**config.mk**
```make
export PLATFORM = sky130hd
export DESIGN_NAME = calendar_minute_advance_core
export DESIGN_NICKNAME = d
export VERILOG_FILES = /design/src/rtl/cma_pkg.sv /design/src/rtl/calendar_minute_advance_core.sv /design/src/rtl/cma_ctrl.sv /design/src/rtl/cma_dp.sv
export SDC_FILE = /design/constraint.sdc
export NUM_CORES = 1
export LEC_CHECK = 0
export BUFFER_PORTS_ARGS = -buffer_cell sky130_fd_sc_hd__buf_2
export CAP_MARGIN = 20
export CORE_MARGIN = 2
export CORE_UTILIZATION = 27
export CTS_CLUSTER_DIAMETER = 50
export DETAILED_ROUTE_END_ITERATION = 8
export PLACE_DENSITY_LB_ADDON = 0.1
export SETUP_SLACK_MARGIN = 0.2
export SYNTH_ARGS = -nofsm -noshare
export SYNTH_HDL_FRONTEND = slang
export SYNTH_SLANG_ARGS = --single-unit
```
**constraint.sdc**
```tcl
create_clock -name clk_i -period 3.9 [get_ports clk_i]
set_input_delay 0.195 -clock clk_i [delete_from_list [all_inputs] [get_ports clk_i]]
set_output_delay 0.195 -clock clk_i [all_outputs]
set_load 0.02 [all_outputs]
```
**src/rtl/cma_pkg.sv**
```systemverilog
// ----------------------------------------------------------------------------
// cma_pkg
// Shared constants, command and status types and the month length table
// for the calendar minute advance block.
// ----------------------------------------------------------------------------
`default_nettype none

package cma_pkg;

  localparam int unsigned ElapsedWidth = 17;
  localparam int unsigned RemWidth     = 18;
  localparam int unsigned YearWidth    = 14;
  localparam int unsigned MonthWidth   = 4;
  localparam int unsigned DayWidth     = 5;
  localparam int unsigned HourWidth    = 5;
  localparam int unsigned MinuteWidth  = 6;
  localparam int unsigned ModWidth     = 11;
  localparam int unsigned CfgIdxWidth  = 3;
  localparam int unsigned CfgDataWidth = 14;
  localparam int unsigned InTdataWidth  = 24;
  localparam int unsigned OutTdataWidth = 48;

  localparam logic [CfgIdxWidth-1:0] CFG_BOOT_YEAR   = 3'd0;
  localparam logic [CfgIdxWidth-1:0] CFG_BOOT_MONTH  = 3'd1;
  localparam logic [CfgIdxWidth-1:0] CFG_BOOT_DAY    = 3'd2;
  localparam logic [CfgIdxWidth-1:0] CFG_BOOT_HOUR   = 3'd3;
  localparam logic [CfgIdxWidth-1:0] CFG_BOOT_MINUTE = 3'd4;

  localparam logic [YearWidth-1:0]   YEAR_RESET    = 14'd2026;
  localparam logic [YearWidth-1:0]   YEAR_MAX_BOOT = 14'd9998;
  localparam logic [YearWidth-1:0]   GREG_CYCLE    = 14'd400;
  localparam logic [MonthWidth-1:0]  MONTH_FEB     = 4'd2;
  localparam logic [MonthWidth-1:0]  MONTH_DEC     = 4'd12;
  localparam logic [HourWidth-1:0]   HOUR_LAST     = 5'd23;
  localparam logic [MinuteWidth-1:0] MINUTE_LAST   = 6'd59;
  localparam logic [RemWidth-1:0]    MIN_PER_HOUR  = 18'd60;

  typedef struct packed {
    logic load;
    logic mod_step;
    logic clamp;
    logic run_step;
    logic out_load;
  } cma_cmd_t;

  typedef struct packed {
    logic mod_ge;
    logic rem_ge;
  } cma_sts_t;

  function automatic logic [DayWidth-1:0] month_days(logic [MonthWidth-1:0] mo, logic leap);
    logic [DayWidth-1:0] d;
    unique case (mo)
      4'd2:    d = leap ? 5'd29 : 5'd28;
      4'd4:    d = 5'd30;
      4'd6:    d = 5'd30;
      4'd9:    d = 5'd30;
      4'd11:   d = 5'd30;
      default: d = 5'd31;
    endcase
    return d;
  endfunction

endpackage

`default_nettype wire

```
**src/rtl/calendar_minute_advance_core.sv**
```systemverilog
// ----------------------------------------------------------------------------
// calendar_minute_advance_core
// Turns minutes since boot into the current date, time and minute of day.
// ----------------------------------------------------------------------------
// Usage:
//   cfg channel writes the boot date and time (index 0 year, 1 month,
//   2 day, 3 hour, 4 minute); cfg_ready_o is always high. Write only while
//   the block is idle. Boot values out of range are saturated before use.
//   s_axis carries one word of elapsed minutes; m_axis returns one word of
//   date and time for each input word, in order.
//   Each word passes load, the year cycle reduction, the day clamp and
//   the hour steps of the date counter, one hour per cycle. One word is in
//   work at a time; the next word is taken once the current one has
//   reached the output register. Reset restores boot 2026-01-01 00:00 and
//   empties the output register. While m_axis_tready is low the result
//   word holds in the output register; a new input word is still taken
//   and computed, then waits for the slot.
// ----------------------------------------------------------------------------
`default_nettype none

module calendar_minute_advance_core (
  input  wire logic                                clk_i,
  input  wire logic                                rst_ni,
  input  wire logic                                cfg_valid_i,
  output logic                                     cfg_ready_o,
  input  wire logic [cma_pkg::CfgIdxWidth-1:0]     cfg_index_i,
  input  wire logic [cma_pkg::CfgDataWidth-1:0]    cfg_data_i,
  input  wire logic                                s_axis_tvalid,
  output logic                                     s_axis_tready,
  // elapsed_minutes[16:0], zero [23:17]
  input  wire logic [cma_pkg::InTdataWidth-1:0]    s_axis_tdata,
  output logic                                     m_axis_tvalid,
  input  wire logic                                m_axis_tready,
  // cur_year[13:0], cur_month[17:14], cur_day[22:18], cur_hour[27:23],
  // cur_minute[33:28], minute_of_day[44:34], zero [47:45]
  output logic [cma_pkg::OutTdataWidth-1:0]        m_axis_tdata
);
  import cma_pkg::*;

  cma_cmd_t cmd;
  cma_sts_t sts;

  assign cfg_ready_o = 1'b1;

  cma_ctrl u_ctrl (
    .clk_i       (clk_i),
    .rst_ni      (rst_ni),
    .in_valid_i  (s_axis_tvalid),
    .in_ready_o  (s_axis_tready),
    .out_ready_i (m_axis_tready),
    .out_valid_o (m_axis_tvalid),
    .sts_i       (sts),
    .cmd_o       (cmd)
  );

  cma_dp u_dp (
    .clk_i       (clk_i),
    .rst_ni      (rst_ni),
    .cfg_we_i    (cfg_valid_i && cfg_ready_o),
    .cfg_index_i (cfg_index_i),
    .cfg_data_i  (cfg_data_i),
    .elapsed_i   (s_axis_tdata[ElapsedWidth-1:0]),
    .cmd_i       (cmd),
    .sts_o       (sts),
    .out_data_o  (m_axis_tdata)
  );

endmodule

`default_nettype wire

```
**src/rtl/cma_ctrl.sv**
```systemverilog
// ----------------------------------------------------------------------------
// cma_ctrl
// Sequencer: load, year cycle reduction, day clamp, hour stepping and
// hand-off to the output register.
// ----------------------------------------------------------------------------
`default_nettype none

module cma_ctrl (
  input  wire logic              clk_i,
  input  wire logic              rst_ni,
  input  wire logic              in_valid_i,
  output logic                   in_ready_o,
  input  wire logic              out_ready_i,
  output logic                   out_valid_o,
  input  wire cma_pkg::cma_sts_t sts_i,
  output cma_pkg::cma_cmd_t      cmd_o
);
  import cma_pkg::*;

  typedef enum logic [2:0] {
    ST_IDLE,
    ST_MOD,
    ST_CLAMP,
    ST_RUN,
    ST_FIN
  } state_e;

  state_e state_q;
  logic   out_valid_q;
  logic   out_free;

  assign out_free    = !out_valid_q || out_ready_i;
  assign in_ready_o  = (state_q == ST_IDLE);
  assign out_valid_o = out_valid_q;

  always_comb begin
    cmd_o          = '0;
    cmd_o.load     = (state_q == ST_IDLE) && in_valid_i;
    cmd_o.mod_step = (state_q == ST_MOD) && sts_i.mod_ge;
    cmd_o.clamp    = (state_q == ST_CLAMP);
    cmd_o.run_step = (state_q == ST_RUN) && sts_i.rem_ge;
    cmd_o.out_load = (state_q == ST_FIN) && out_free;
  end

  always_ff @(posedge clk_i or negedge rst_ni) begin
    if (!rst_ni) begin
      state_q     <= ST_IDLE;
      out_valid_q <= 1'b0;
    end else begin
      if (cmd_o.out_load) begin
        out_valid_q <= 1'b1;
      end else if (out_ready_i) begin
        out_valid_q <= 1'b0;
      end
      unique case (state_q)
        ST_IDLE: begin
          if (in_valid_i) state_q <= ST_MOD;
        end
        ST_MOD: begin
          if (!sts_i.mod_ge) state_q <= ST_CLAMP;
        end
        ST_CLAMP: begin
          state_q <= ST_RUN;
        end
        ST_RUN: begin
          if (!sts_i.rem_ge) state_q <= ST_FIN;
        end
        ST_FIN: begin
          if (out_free) state_q <= ST_IDLE;
        end
        default: state_q <= ST_IDLE;
      endcase
    end
  end

`ifndef SYNTHESIS
  a_fin_after_run: assert property (@(posedge clk_i) disable iff (!rst_ni)
    (state_q == ST_RUN && !sts_i.rem_ge) |=> (state_q == ST_FIN))
    else $error("hour stepping did not hand off");
  a_valid_from_fin: assert property (@(posedge clk_i) disable iff (!rst_ni)
    $rose(out_valid_q) |-> $past(state_q == ST_FIN))
    else $error("result raised outside hand-off");
  a_no_overwrite: assert property (@(posedge clk_i) disable iff (!rst_ni)
    (out_valid_q && !out_ready_i) |-> !cmd_o.out_load)
    else $error("pending result overwritten");
`endif

endmodule

`default_nettype wire

```
**src/rtl/cma_dp.sv**
```systemverilog
// ----------------------------------------------------------------------------
// cma_dp
// Datapath: boot registers, date and time counters, remaining minute
// count and the output word register.
// ----------------------------------------------------------------------------
`default_nettype none

module cma_dp (
  input  wire logic                                clk_i,
  input  wire logic                                rst_ni,
  input  wire logic                                cfg_we_i,
  input  wire logic [cma_pkg::CfgIdxWidth-1:0]     cfg_index_i,
  input  wire logic [cma_pkg::CfgDataWidth-1:0]    cfg_data_i,
  input  wire logic [cma_pkg::ElapsedWidth-1:0]    elapsed_i,
  input  wire cma_pkg::cma_cmd_t                   cmd_i,
  output cma_pkg::cma_sts_t                        sts_o,
  output logic [cma_pkg::OutTdataWidth-1:0]        out_data_o
);
  import cma_pkg::*;

  logic [YearWidth-1:0]   boot_year_q;
  logic [MonthWidth-1:0]  boot_month_q;
  logic [DayWidth-1:0]    boot_day_q;
  logic [HourWidth-1:0]   boot_hour_q;
  logic [MinuteWidth-1:0] boot_minute_q;

  logic [YearWidth-1:0]   year_q, mod_q;
  logic [MonthWidth-1:0]  month_q;
  logic [DayWidth-1:0]    day_q;
  logic [HourWidth-1:0]   hour_q;
  logic [RemWidth-1:0]    rem_q;
  logic [OutTdataWidth-1:0] out_q;

  logic [YearWidth-1:0]   year_sat;
  logic [MonthWidth-1:0]  month_sat;
  logic [HourWidth-1:0]   hour_sat;
  logic [MinuteWidth-1:0] minute_sat;
  logic                   leap;
  logic [DayWidth-1:0]    dim;
  logic [ModWidth-1:0]    mod_day;

  always_ff @(posedge clk_i or negedge rst_ni) begin
    if (!rst_ni) begin
      boot_year_q   <= YEAR_RESET;
      boot_month_q  <= 4'd1;
      boot_day_q    <= 5'd1;
      boot_hour_q   <= 5'd0;
      boot_minute_q <= 6'd0;
    end else if (cfg_we_i) begin
      unique case (cfg_index_i)
        CFG_BOOT_YEAR:   boot_year_q   <= cfg_data_i;
        CFG_BOOT_MONTH:  boot_month_q  <= cfg_data_i[MonthWidth-1:0];
        CFG_BOOT_DAY:    boot_day_q    <= cfg_data_i[DayWidth-1:0];
        CFG_BOOT_HOUR:   boot_hour_q   <= cfg_data_i[HourWidth-1:0];
        CFG_BOOT_MINUTE: boot_minute_q <= cfg_data_i[MinuteWidth-1:0];
        default: ;
      endcase
    end
  end

  always_comb begin
    if (boot_year_q == '0)               year_sat = 14'd1;
    else if (boot_year_q > YEAR_MAX_BOOT) year_sat = YEAR_MAX_BOOT;
    else                                  year_sat = boot_year_q;
    if (boot_month_q == '0)              month_sat = 4'd1;
    else if (boot_month_q > MONTH_DEC)   month_sat = MONTH_DEC;
    else                                  month_sat = boot_month_q;
    hour_sat   = (boot_hour_q > HOUR_LAST) ? HOUR_LAST : boot_hour_q;
    minute_sat = (boot_minute_q > MINUTE_LAST) ? MINUTE_LAST : boot_minute_q;
  end

  assign leap = (mod_q == '0) ||
                ((year_q[1:0] == 2'd0) && (mod_q != 14'd100) &&
                 (mod_q != 14'd200) && (mod_q != 14'd300));
  assign dim     = month_days(month_q, leap);
  assign mod_day = ModWidth'(hour_q) * 11'd60 + ModWidth'(rem_q[MinuteWidth-1:0]);

  assign sts_o.mod_ge = (mod_q >= GREG_CYCLE);
  assign sts_o.rem_ge = (rem_q >= MIN_PER_HOUR);

  always_ff @(posedge clk_i) begin
    if (cmd_i.load) begin
      year_q  <= year_sat;
      mod_q   <= year_sat;
      month_q <= month_sat;
      day_q   <= boot_day_q;
      hour_q  <= hour_sat;
      rem_q   <= RemWidth'(elapsed_i) + RemWidth'(minute_sat);
    end
    if (cmd_i.mod_step) begin
      mod_q <= mod_q - GREG_CYCLE;
    end
    if (cmd_i.clamp) begin
      if (day_q == '0)     day_q <= 5'd1;
      else if (day_q > dim) day_q <= dim;
    end
    if (cmd_i.run_step) begin
      rem_q <= rem_q - MIN_PER_HOUR;
      if (hour_q == HOUR_LAST) begin
        hour_q <= '0;
        if (day_q >= dim) begin
          day_q <= 5'd1;
          if (month_q == MONTH_DEC) begin
            month_q <= 4'd1;
            year_q  <= year_q + 14'd1;
            mod_q   <= (mod_q == GREG_CYCLE - 14'd1) ? '0 : mod_q + 14'd1;
          end else begin
            month_q <= month_q + 4'd1;
          end
        end else begin
          day_q <= day_q + 5'd1;
        end
      end else begin
        hour_q <= hour_q + 5'd1;
      end
    end
    if (cmd_i.out_load) begin
      out_q <= {3'd0, mod_day, rem_q[MinuteWidth-1:0], hour_q, day_q, month_q, year_q};
    end
  end

  assign out_data_o = out_q;

`ifndef SYNTHESIS
  a_day_range: assert property (@(posedge clk_i) disable iff (!rst_ni)
    cmd_i.run_step |-> (day_q >= 5'd1 && day_q <= dim))
    else $error("day outside month");
  a_month_range: assert property (@(posedge clk_i) disable iff (!rst_ni)
    cmd_i.run_step |-> (month_q >= 4'd1 && month_q <= MONTH_DEC && hour_q <= HOUR_LAST))
    else $error("month or hour out of range");
  a_cycle_reduced: assert property (@(posedge clk_i) disable iff (!rst_ni)
    cmd_i.clamp |-> (mod_q < GREG_CYCLE && mod_q[1:0] == year_q[1:0]))
    else $error("year cycle position wrong");
`endif

endmodule

`default_nettype wire

```
==> flow_summary_export.csv, run 1 <==
group,metric,value,unit
hold_path,worstHoldPathCells,2,
status,run_status,"finished clean",
hold_path,min-delay-path-class,"in2reg",
final_layout,post-route-cell-area,0.00963,mm^2
route,post_drt_via_cell_ratio,4.82,
sta,setup_viol_count_final,0,
final_layout,synthesis_to_finish_area_growth,19.6,%
route,drt_first_iter_violations,346,
placement,hpwl,15.9,mm
logic_synthesis,yosys.cell_types.count,76,
clocking,clk_transition_reported_paths,0.07,ns
sta,tightest_pin_transition,0.887,ns
logic_synthesis,synth-warning-count,0,
final_layout,antenna_cells,0,
worst_setup_path,worst_setup_path_end_kind,"flop",
sta,grt_setup_unrepaired,"false",
clocking,tritoncts,"yes",
clocking,cts-root-buf,"sky130_fd_sc_hd__clkbuf_16",
route,detailroute.via_count,6202,
route,antenna_left,0,
final_layout,multi_input_area,0.00406,mm^2
logic_synthesis,synth_top_flop_cell,"sky130_fd_sc_hd__edfxtp_1",
grt,globalRoute.totalOverflow,0,
placement,placed_cells,1245,
power_and_ir_drop,p_leak,3.84,nW
final_layout,finish.cell_count_without_fillers,1287,
grt,first_pass_grt_wire_length,34.0,mm
worst_setup_path,timing.reg2reg.worst_path_depth,14,
route,postRouteWirelength,21.4,mm
sta,period_minus_slack,3.43,ns
final_layout,fraction_of_layout_cells_with_a_size_suffix_above_1,0.221,
sta,max_slew_margin,0.409,
route,wl_per_cell,16.6,um
grt,grt_max_degree,44,
placement,place.port_buffers,85,
sta,fin_ws,0.469,ns
power_and_ir_drop,powerDensity,879,mW/mm^2
power_and_ir_drop,ir_drop,450,uV
logic_synthesis,syn_area,0.00805,mm^2
sta,final.setup.tns,0,ns
worst_setup_path,crit_path_max_fanout,18,
grt,track_usage,0.141,
clocking,tritoncts.num_buffers,17,
placement,dp_worst_setup_slack,0.337,ns
logic_synthesis,synth_cells,782,
worst_setup_path,worst_ep_required_time,4.24,ns
logic_synthesis,async_reset_ff_frac,0.270,
floorplanning,core_area,0.0295,mm^2
floorplanning,die_w,177,um
placement,dpl_cell_area,0.00897,mm^2
clocking,total_number_of_clock_tree_sinks,141,
clocking,cts-root-to-sink-buffers,2,
final_layout,seq_area,0.00369,mm^2
grt,number_of_antenna_violations_at_the_first_check_in_global_routing,0,
worst_setup_path,timing.critical_path.cells,"inv_1 -> ha_1 -> nor4bb_1 -> a31oi_1 -> o311ai_1 -> a31oi_1 -> ha_1 -> nand2b_1 -> a21oi_1 -> or2_0 -> or4_1 -> buf_4 -> or3_1 -> o211ai_1",
final_layout,fin_util,0.327,
worst_setup_path,timing.critical_path.arrival,3.78,ns
final_layout,fill_cells,3123,
floorplanning,fp.dieArea,0.0312,mm^2
worst_setup_path,crit_slowest_cell,"sky130_fd_sc_hd__or4_1",
floorplanning,fp-row-count,63,
floorplanning,initial_core_utilization,0.273,
sta,fin_worst_skew,0.0108,ns
route,drc,0,
sta,final_max_slew_viol_count,0,
route,drt_pre_antenna_iters,5,
worst_setup_path,critical-path-max-stage-delay,0.48,ns
worst_setup_path,critical_path_class,"reg2reg",
logic_synthesis,synth-edff-count,66,
placement,finalWeightedCongestion,0.799,
clocking,cts-htree-levels,4,
sta,fin_worst_hold_slack,0.0361,ns
sta,achievable-frequency,291,MHz
sta,post-route-period-util,0.880,
run,max_cap_viol,0,
clocking,clock_insertion_delay_worst_skew,0.42,ns
logic_synthesis,synth_seq_cells,141,
sta,report.final.hold_viol_count,0,
floorplanning,i_o_pins,97,
grt,grt_pass1_vias,6003,
floorplanning,floorplan.die.height,177,um
logic_synthesis,ys_seq_area_frac,0.458,
logic_synthesis,avgSynthCellArea,10.3,um^2
final_layout,layout.nets,982,
worst_setup_path,critPathLaunchType,"flop",
power_and_ir_drop,total_power,8.46,mW
## metal layers
| metal | vias to the layer above | GRT usage | share of wire |
|---|---|---|---|
| met1 | 2979 | 0.216 | 0.55 |
| met2 | 126 | 0.198 | 0.41 |
| li1 | 3082 | - | - |
| met3 | 15 | 0.0286 | 0.032 |
| met4 | 0 | 0.0379 | 0.012 |
| met5 | - | 0 | 0 |
## flip-flops by register name, summed over array words and instances, names as in the netlist
register and cells:
u_dp.rem_q 18, u_dp.boot_year_q 14, u_dp.boot_hour_q 5, u_dp.year_q 14
u_dp.out_data_o 43, u_dp.month_q 4, u_dp.boot_day_q 5, u_dp.boot_month_q 4
u_dp.day_q 5, u_ctrl.state_q 3, u_ctrl.out_valid_o 1, u_dp.boot_minute_q 6
u_dp.hour_q 5, u_dp.mod_q 14
## cell type report
cell class              count  share of cell area
multi-input cells         568               0.422
flip-flops and latches    141               0.383
repair buffers            116              0.0720
well taps                 390              0.0507
clock buffers              17              0.0442
inverters                  40              0.0156
clock inverters            15              0.0131
## timing repair
item,CTS,global route
endpoints found under the hold margin,36,0
hold buffers,9,0
setup buffers,0,0
gates resized for setup,0,1
setup endpoints to repair,0,2
## logic make-up (layout without fill, tap and decap cells)
| family | after synthesis | count (layout) | share of synthesized area |
|---|---|---|---|
| other cells | 2 | 4 | 0.000933 |
| mux | 31 | 31 | 0.0430 |
| buf+inv | 75 | 188 | 0.0406 |
| compound gates | 193 | 193 | 0.159 |
| simple gates | 241 | 241 | 0.159 |
| xor+xnor | 47 | 47 | 0.0511 |
| flops | 141 | 141 | 0.458 |
| fa+ha+maj | 52 | 52 | 0.0892 |
## power breakdown
group          internal, mW  switching, mW
registers              2.29          0.542
clock network         0.835          0.717
logic                  1.87           2.21
total                  4.99           3.47
## synthesized netlist by cell type, types with 5 or more instances
library cell / instances / area (um^2)
sky130_fd_sc_hd__edfxtp_1: 66 / 1980
sky130_fd_sc_hd__or2_2: 5 / 31.3
sky130_fd_sc_hd__nand4_1: 14 / 87.6
sky130_fd_sc_hd__clkbuf_1: 19 / 71.3
sky130_fd_sc_hd__dfstp_2: 10 / 263
sky130_fd_sc_hd__o211a_1: 6 / 60.1
sky130_fd_sc_hd__nand2b_1: 6 / 37.5
sky130_fd_sc_hd__o21ai_1: 6 / 30.0
sky130_fd_sc_hd__xor2_1: 17 / 149
sky130_fd_sc_hd__nor3_1: 14 / 70.1
sky130_fd_sc_hd__nand3_1: 31 / 155
sky130_fd_sc_hd__dfrtp_1: 28 / 701
sky130_fd_sc_hd__nor2b_1: 11 / 68.8
sky130_fd_sc_hd__o211ai_1: 6 / 45.0
sky130_fd_sc_hd__mux2_2: 29 / 327
sky130_fd_sc_hd__nand2_1: 56 / 210
sky130_fd_sc_hd__ha_1: 43 / 538
sky130_fd_sc_hd__nor2_1: 45 / 169
sky130_fd_sc_hd__o21a_1: 5 / 37.5
sky130_fd_sc_hd__buf_4: 9 / 67.6
sky130_fd_sc_hd__inv_1: 39 / 146
sky130_fd_sc_hd__xnor2_1: 30 / 263
sky130_fd_sc_hd__and3_1: 12 / 75.1
sky130_fd_sc_hd__o21ai_0: 47 / 235
sky130_fd_sc_hd__and4_1: 5 / 43.8
sky130_fd_sc_hd__dfxtp_1: 37 / 741
sky130_fd_sc_hd__fa_1: 9 / 180
sky130_fd_sc_hd__a221o_1: 5 / 50.1
sky130_fd_sc_hd__nor3b_1: 8 / 60.1
sky130_fd_sc_hd__a211oi_1: 5 / 37.5
sky130_fd_sc_hd__a21o_1: 9 / 67.6
sky130_fd_sc_hd__nor4_1: 7 / 43.8
sky130_fd_sc_hd__a21oi_1: 45 / 225
sky130_fd_sc_hd__a22oi_1: 6 / 45.0
sky130_fd_sc_hd__a31oi_1: 10 / 62.6
## critical path: cells and delay by family (launching register included)
family / cells / cell delay (ns)
adder cells (fa/ha/maj): 2 / 0.53
buffers and inverters: 2 / 0.38
AND/OR/NAND/NOR: 5 / 1.44
flip-flops: 1 / 0.31
AO/OA/AOI/OAI: 5 / 0.70
## layout by cell type, fill, tap and decap left out, types with 17 or more instances in the layout
master and count:
sky130_fd_sc_hd__a21oi_1 45, sky130_fd_sc_hd__buf_2 85, sky130_fd_sc_hd__buf_4 21, sky130_fd_sc_hd__clkbuf_16 17
sky130_fd_sc_hd__dfrtp_1 28, sky130_fd_sc_hd__dfxtp_1 37, sky130_fd_sc_hd__edfxtp_1 66, sky130_fd_sc_hd__ha_1 43
sky130_fd_sc_hd__inv_1 39, sky130_fd_sc_hd__mux2_2 29, sky130_fd_sc_hd__nand2_1 56, sky130_fd_sc_hd__nand3_1 31
sky130_fd_sc_hd__nor2_1 44, sky130_fd_sc_hd__o21ai_0 46, sky130_fd_sc_hd__xnor2_1 30, sky130_fd_sc_hd__xor2_1 17
## worst paths after layout
kind / slack, ns / startpoint / end
setup / recovery: 0.47 / u_dp.mod_q[4]$_DFF_P_ / u_dp.year_q[5]$_DFF_P_
hold / removal: 0.04 / cfg_data_i[5] / u_dp.boot_minute_q[5]$_DFFE_PN0P_
setup reg to reg: 0.47 / u_dp.mod_q[4]$_DFF_P_ / u_dp.year_q[5]$_DFF_P_
hold reg to reg: 0.42 / u_dp.rem_q[0]$_DFFE_PP_ / u_dp.out_data_o[34]$_DFFE_PP_
max in group asynchronous: 2.90 / rst_ni / u_dp.boot_hour_q[3]$_DFFE_PN0P_
min in group asynchronous: 0.43 / rst_ni / u_dp.boot_year_q[4]$_DFFE_PN0P_
Power figures use the tool's default switching activity.
==> inputs of run 2 (changes only) <==
--- a/config.mk
+++ b/config.mk
@@ -7,7 +7,7 @@
 export LEC_CHECK = 0
 export BUFFER_PORTS_ARGS = -buffer_cell sky130_fd_sc_hd__buf_2
 export CAP_MARGIN = 20
-export CORE_MARGIN = 2
+export CORE_MARGIN = 10
 export CORE_UTILIZATION = 27
 export CTS_CLUSTER_DIAMETER = 50
 export DETAILED_ROUTE_END_ITERATION = 8
==> flow_summary_export.csv, run 2 (same netlist as run 1, synthesis figures left out) <==
group,metric,value,unit
status,run_status,"finished clean",
floorplanning,core_area,0.0296,mm^2
final_layout,fill_cells,3020,
sta,tightest_pin_transition,0.881,ns
sta,fin_ws,0.441,ns
worst_setup_path,crit_path_max_fanout,14,
sta,final.setup.tns,0,ns
worst_setup_path,regToRegSetupSlack,0.44,ns
clocking,tritoncts.num_buffers,17,
floorplanning,die_w,193,um
sta,achievable-frequency,289,MHz
final_layout,fraction_of_layout_cells_with_a_size_suffix_above_1,0.231,
final_layout,final_common_cell,"sky130_fd_sc_hd__buf_2",
final_layout,fin_util,0.331,
worst_setup_path,timing.critical_path.arrival,3.80,ns
sta,setup_viol_count_final,0,
final_layout,antenna_cells,0,
final_layout,final_cell_mix,"sky130_fd_sc_hd__buf_2 (85), sky130_fd_sc_hd__edfxtp_1 (66), sky130_fd_sc_hd__nand2_1 (56)",
route,detailroute.via_count,6118,
sta,report.final.hold_viol_count,0,
final_layout,synthesis_to_finish_area_growth,21.3,%
grt,track_usage,0.122,
placement,hpwl,16.9,mm
route,drc,0,
floorplanning,floorplan.die.height,193,um
power_and_ir_drop,p_leak,3.91,nW
grt,globalRoute.totalOverflow,0,
run,max_cap_viol,0,
floorplanning,fp.dieArea,0.0371,mm^2
floorplanning,initial_core_utilization,0.272,
clocking,cts-root-buf,"sky130_fd_sc_hd__clkbuf_16",
clocking,cts-root-to-sink-buffers,2,
placement,place.port_buffers,85,
final_layout,layout.nets,991,
clocking,tritoncts,"yes",
power_and_ir_drop,powerDensity,890,mW/mm^2
floorplanning,fp-row-count,63,
route,drt_first_iter_violations,429,
worst_setup_path,worst_ep_required_time,4.25,ns
clocking,clock_insertion_delay_worst_skew,0.42,ns
placement,finalWeightedCongestion,0.819,
route,postRouteWirelength,22.1,mm
sta,period_minus_slack,3.46,ns
route,wl_met3,1.06,mm
route,wl_per_cell,17.1,um
route,drt_pre_antenna_iters,6,
final_layout,max_reg_flops,43,
route,met2_length,8.56,mm
sta,post-route-period-util,0.887,
clocking,total_number_of_clock_tree_sinks,141,
floorplanning,i_o_pins,97,
sta,grt_setup_unrepaired,"false",
grt,grt_pass1_vias,6034,
sta,fin_worst_skew,0.0103,ns
worst_setup_path,critPathLaunchType,"flop",
route,antenna_left,0,
worst_setup_path,critical_path_class,"reg2reg",
placement,dp_worst_setup_slack,0.145,ns
route,wl_met1,12.3,mm
final_layout,post-route-cell-area,0.00977,mm^2
hold_path,min-delay-path-class,"in2reg",
clocking,clk_transition_reported_paths,0.06,ns
grt,grt_max_degree,39,
worst_setup_path,worst_setup_path_end_kind,"flop",
grt,number_of_antenna_violations_at_the_first_check_in_global_routing,0,
sta,max_slew_margin,0.408,
clocking,cts-htree-levels,4,
power_and_ir_drop,ir_drop,578,uV
grt,first_pass_grt_wire_length,35.2,mm
placement,dpl_cell_area,0.00903,mm^2
route,post_drt_via_cell_ratio,4.72,
sta,final_max_slew_viol_count,0,
route,top_signal_layer_used,"met4",
[run 2: cell types whose count changed in the layout (fill, tap and decap cells not counted), moves of 3 or more]
cell                         previous run  this run
sky130_fd_sc_hd__buf_4                 21        29
sky130_fd_sc_hd__inv_6                  6         0
sky130_fd_sc_hd__bufinv_16              0         3
sky130_fd_sc_hd__clkbuf_1               0         3
sky130_fd_sc_hd__clkbuf_8               0         3
sky130_fd_sc_hd__clkinvlp_4             3         0
[run 2: path summary, 6_finish.rpt]
kind | start | to | cells after the start
setup / recovery | u_dp.mod_q[4]$_DFF_P_ | u_dp.year_q[5]$_DFF_P_ | 15
hold / removal | cfg_data_i[5] | u_dp.boot_year_q[5]$_DFFE_PN1P_ | 2
hold reg to reg | u_dp.rem_q[0]$_DFFE_PP_ | u_dp.out_data_o[34]$_DFFE_PP_ | 0
setup reg to reg | u_dp.mod_q[4]$_DFF_P_ | u_dp.year_q[5]$_DFF_P_ | 15
max in group asynchronous | rst_ni | u_dp.boot_month_q[3]$_DFFE_PN0P_ | 2
min in group asynchronous | rst_ni | u_dp.boot_year_q[12]$_DFFE_PN0P_ | 2
[run 2: metrics by stage]
stage / power [mW] / hold WS (ns) / cells
after floorplan: 5.93 / -0.101 / 784
after global placement: 7.02 / 0.367 / 1253
after detailed placement: 6.99 / 0.367 / 1253
after CTS: 8.77 / 0.0300 / 1294
after global routing: 9.51 / 0.0386 / 1296
final: 8.70 / 0.0519 / 1296
[run 2: metal layers]
layer / vias up / GRT usage
met1: 2872 / 0.190
met3: 14 / 0.0249
li1: 3104 / -
met2: 128 / 0.160
met4: 0 / 0.0379
met5: - / 0
[run 2: what timing repair did]
action                                  4_1_cts  5_1_grt
hold buffers                                  9        0
pin swaps                                     0        2
resized for setup                             1        7
setup buffers                                 0        1
endpoints found under the setup margin        2       13
endpoints found under the hold margin        36        0
[run 2: final cells by class]
| class | count | area, um^2 | share of cell area |
|---|---|---|---|
| Multi-Input combinational cell | 568 | 4080 | 0.417 |
| Sequential cell | 141 | 3690 | 0.377 |
| Timing Repair Buffer | 125 | 756 | 0.0773 |
| Tap cell | 390 | 488 | 0.0499 |
| Clock buffer | 23 | 478 | 0.0489 |
| Inverter | 40 | 150 | 0.0154 |
| Clock inverter | 9 | 135 | 0.0138 |
[run 2: power breakdown]
part	switching [mW]	leakage (nW)	internal, mW
registers	0.540	1.36	2.29
clock network	0.652	0.301	1.06
logic	2.23	2.25	1.93
total	3.42	3.91	5.28
[run 2: critical path, stage by stage (launching register included)]
cell	delay, ns
sky130_fd_sc_hd__dfxtp_1	0.32
sky130_fd_sc_hd__inv_2	0.08
sky130_fd_sc_hd__ha_1	0.17
sky130_fd_sc_hd__nor4bb_2	0.27
sky130_fd_sc_hd__a31oi_1	0.08
sky130_fd_sc_hd__o311ai_2	0.31
sky130_fd_sc_hd__buf_4	0.16
sky130_fd_sc_hd__a31oi_1	0.10
sky130_fd_sc_hd__ha_1	0.34
sky130_fd_sc_hd__nand2b_1	0.10
sky130_fd_sc_hd__a21oi_1	0.07
sky130_fd_sc_hd__or2_1	0.27
sky130_fd_sc_hd__or4_1	0.50
sky130_fd_sc_hd__buf_6	0.17
sky130_fd_sc_hd__or3_1	0.34
sky130_fd_sc_hd__o211ai_1	0.09
==> inputs of run 3 (changes only) <==
--- a/config.mk
+++ b/config.mk
@@ -11,8 +11,10 @@
 export CORE_UTILIZATION = 27
 export CTS_CLUSTER_DIAMETER = 50
 export DETAILED_ROUTE_END_ITERATION = 8
+export MAX_ROUTING_LAYER = met4
 export PLACE_DENSITY_LB_ADDON = 0.1
 export SETUP_SLACK_MARGIN = 0.2
 export SYNTH_ARGS = -nofsm -noshare
 export SYNTH_HDL_FRONTEND = slang
+export SYNTH_HIERARCHICAL = 1
 export SYNTH_SLANG_ARGS = --single-unit
==> flow_summary_export.csv, run 3 <==
group,metric,value,unit
status,run_status,"finished clean",
route,post_drt_via_cell_ratio,4.87,
worst_setup_path,critical_path.top_delay_family,"simple AND/OR/NAND/NOR gates",
placement,finalWeightedCongestion,0.819,
worst_setup_path,timing.critical_path.cells,"or4_4 -> or4b_4 -> or4b_4 -> a41oi_2 -> ha_1 -> nand2b_4 -> a21oi_4 -> nor3_2 -> buf_4 -> buf_12 -> mux4_2 -> a31o_1",
logic_synthesis,synth_cells,797,
logic_synthesis,yosys.area.top_type,"sky130_fd_sc_hd__edfxtp_1",
placement,dp_worst_setup_slack,0.0951,ns
grt,grt_pass1_vias,6482,
worst_setup_path,worst_ep_required_time,4.21,ns
final_layout,max_reg_flops,43,
clocking,clock_insertion_delay_worst_skew,0.42,ns
final_layout,final_cell_mix,"sky130_fd_sc_hd__buf_2 (86), sky130_fd_sc_hd__edfxtp_1 (66), sky130_fd_sc_hd__nand2_1 (54)",
sta,fin_ws,0.270,ns
worst_setup_path,crit_path_frequent_cell,"sky130_fd_sc_hd__or4b_4",
logic_synthesis,synth_top_area_frac,0.242,
worst_setup_path,timing.critical_path.arrival,3.94,ns
route,drt_pre_antenna_iters,7,
clocking,clk_transition_reported_paths,0.06,ns
final_layout,final_common_cell,"sky130_fd_sc_hd__buf_2",
final_layout,post-route-cell-area,0.0101,mm^2
hold_path,holdCritStartpoint,"cfg_data_i[13]",
sta,period_minus_slack,3.63,ns
clocking,tritoncts,"yes",
logic_synthesis,synth_seq_cells,141,
worst_setup_path,crit_path_max_fanout,13,
logic_synthesis,syn_area,0.00818,mm^2
placement,place.port_buffers,85,
route,detailroute.via_count,6443,
grt,track_usage,0.128,
floorplanning,i_o_pins,97,
sta,final_max_slew_viol_count,0,
sta,fin_worst_skew,0.00883,ns
final_layout,fill_cells,3091,
clocking,total_number_of_clock_tree_sinks,141,
placement,dpl_cell_area,0.00922,mm^2
worst_setup_path,critical-path-max-stage-delay,0.55,ns
worst_setup_path,critical_path.n_buffers_inverters,2,
logic_synthesis,synth_top_flop_cell,"sky130_fd_sc_hd__edfxtp_1",
floorplanning,die_w,194,um
logic_synthesis,synth-warning-count,6,
route,wl_per_cell,17.8,um
sta,report.final.hold_viol_count,0,
sta,post-route-period-util,0.931,
sta,tightest_pin_transition,1.00,ns
hold_path,min-delay-path-class,"in2reg",
worst_setup_path,timing.critical_path.from,"u_dp/mod_q[10]$_DFF_P_",
clocking,cts-root-to-sink-buffers,2,
worst_setup_path,worst_setup_path_end_kind,"flop",
floorplanning,fp.dieArea,0.0377,mm^2
worst_setup_path,r2r_startpoint,"u_dp/mod_q[10]$_DFF_P_",
grt,grt_max_degree,44,
worst_setup_path,critical_path_class,"reg2reg",
clocking,cts-htree-levels,4,
route,drt_first_iter_violations,418,
power_and_ir_drop,p_leak,3.99,nW
worst_setup_path,rr_endpoint,"u_dp/mod_q[4]$_DFF_P_",
grt,number_of_antenna_violations_at_the_first_check_in_global_routing,2,
sta,final.setup.tns,0,ns
run,max_cap_viol,0,
clocking,tritoncts.num_buffers,17,
sta,grt_setup_unrepaired,"true",
floorplanning,floorplan.die.height,194,um
grt,globalRoute.totalOverflow,0,
floorplanning,core_area,0.0298,mm^2
sta,max_slew_margin,0.323,
route,antenna_left,0,
worst_setup_path,critPathLaunchType,"flop",
power_and_ir_drop,ir_drop,674,uV
logic_synthesis,yosys.cell_types.count,79,
grt,first_pass_grt_wire_length,37.8,mm
logic_synthesis,cell_types_with_the_highest_counts_after_synthesis,"sky130_fd_sc_hd__edfxtp_1 (66), sky130_fd_sc_hd__nand2_1 (54), sky130_fd_sc_hd__o21ai_0 (53)",
final_layout,layout.nets,1016,
logic_synthesis,synth-edff-count,66,
worst_setup_path,timing.critical_path.to,"u_dp/mod_q[4]$_DFF_P_",
worst_setup_path,regToRegSetupSlack,0.27,ns
worst_setup_path,crit_slowest_cell,"sky130_fd_sc_hd__or4_4",
logic_synthesis,synth_area_leaders,"sky130_fd_sc_hd__edfxtp_1 (24%), sky130_fd_sc_hd__dfxtp_1 (9.1%), sky130_fd_sc_hd__dfrtp_1 (8.6%)",
route,drc,0,
floorplanning,fp-row-count,63,
floorplanning,initial_core_utilization,0.275,
worst_setup_path,worstSetupPathDepth,12,
logic_synthesis,avgSynthCellArea,10.3,um^2
sta,setup_viol_count_final,0,
clocking,cts-root-buf,"sky130_fd_sc_hd__clkbuf_16",
sta,achievable-frequency,275,MHz
power_and_ir_drop,powerDensity,889,mW/mm^2
logic_synthesis,ys_seq_area_frac,0.450,
route,postRouteWirelength,23.6,mm
worst_setup_path,timing.reg2reg.worst_path_depth,12,
final_layout,synthesis_to_finish_area_growth,23.4,%
logic_synthesis,async_reset_ff_frac,0.270,
logic_synthesis,synth_most_common_cell,"sky130_fd_sc_hd__edfxtp_1",
final_layout,fraction_of_layout_cells_with_a_size_suffix_above_1,0.244,
placement,hpwl,17.4,mm
[run 3: power by group]
group | total (mW) | internal [mW] | switching (mW)
sequential | 2.81 | 2.28 | 0.531
combinational | 4.46 | 2.07 | 2.39
clock | 1.71 | 1.06 | 0.657
[run 3: layout make-up]
class | count | area (um^2) | area share
diodes | 2 | 5.00 | 0.000496
clock buffers | 22 | 474 | 0.0470
clock inverters | 10 | 135 | 0.0134
inverters | 45 | 169 | 0.0167
multi-input cells | 577 | 4230 | 0.419
flip-flops and latches | 141 | 3690 | 0.365
well taps | 390 | 488 | 0.0483
repair buffers | 136 | 908 | 0.0900
[run 3: logic make-up (layout without fill, tap and decap cells)]
group | count (synthesis) | in the layout | synth area share
other | 2 | 6 | 0.000918
buffers and inverters | 81 | 213 | 0.0411
adder cells (fa/ha/maj) | 52 | 52 | 0.0878
XOR/XNOR | 46 | 46 | 0.0492
AND/OR/NAND/NOR | 252 | 252 | 0.163
multiplexers | 43 | 43 | 0.0592
flip-flops | 141 | 141 | 0.450
AO/OA/AOI/OAI | 180 | 180 | 0.148
[run 3: what timing repair did]
item	in CTS	in global routing
buffers inserted	7	0
endpoints found under the setup margin	12	19
gates resized for setup	9	2
cloned	2	0
pin swaps	7	3
hold buffers	8	0
endpoints found under the hold margin	35	0
[run 3: routing by layer]
layer | GRT usage | vias to the layer above | wire [um]
met5 | - | - | 0
met4 | 0.0307 | 0 | 191
met3 | 0.0256 | 13 | 750
met2 | 0.195 | 110 | 10900
met1 | 0.171 | 3128 | 11700
li1 | - | 3192 | -
[run 3: how the worst min path moves through the flow]
stage                                                   to  slack (ns)  cells past startpoint
final                     u_dp/boot_year_q[13]$_DFFE_PN0P_        0.03                      2
after global routing      u_dp/boot_year_q[13]$_DFFE_PN0P_        0.02                      2
after CTS                 u_dp/boot_year_q[13]$_DFFE_PN0P_       0.004                      2
after detailed placement  u_dp/boot_year_q[11]$_DFFE_PN0P_        0.39                      1
after global placement    u_dp/boot_year_q[11]$_DFFE_PN0P_        0.39                      1
after floorplan             u_ctrl/out_valid_o$_DFFE_PN0P_       -0.10                      0
[run 3: per-stage QoR]
stage	hold WS, ns	power [mW]	util	std cells
CTS	0.00405	9.04	0.338	1320
global route	0.0164	9.79	0.339	1323
global placement	0.390	7.17	0.309	1271
floorplan	-0.101	5.98	-	799
detailed placement	0.394	7.18	0.309	1271
finish	0.0307	8.98	0.339	1323
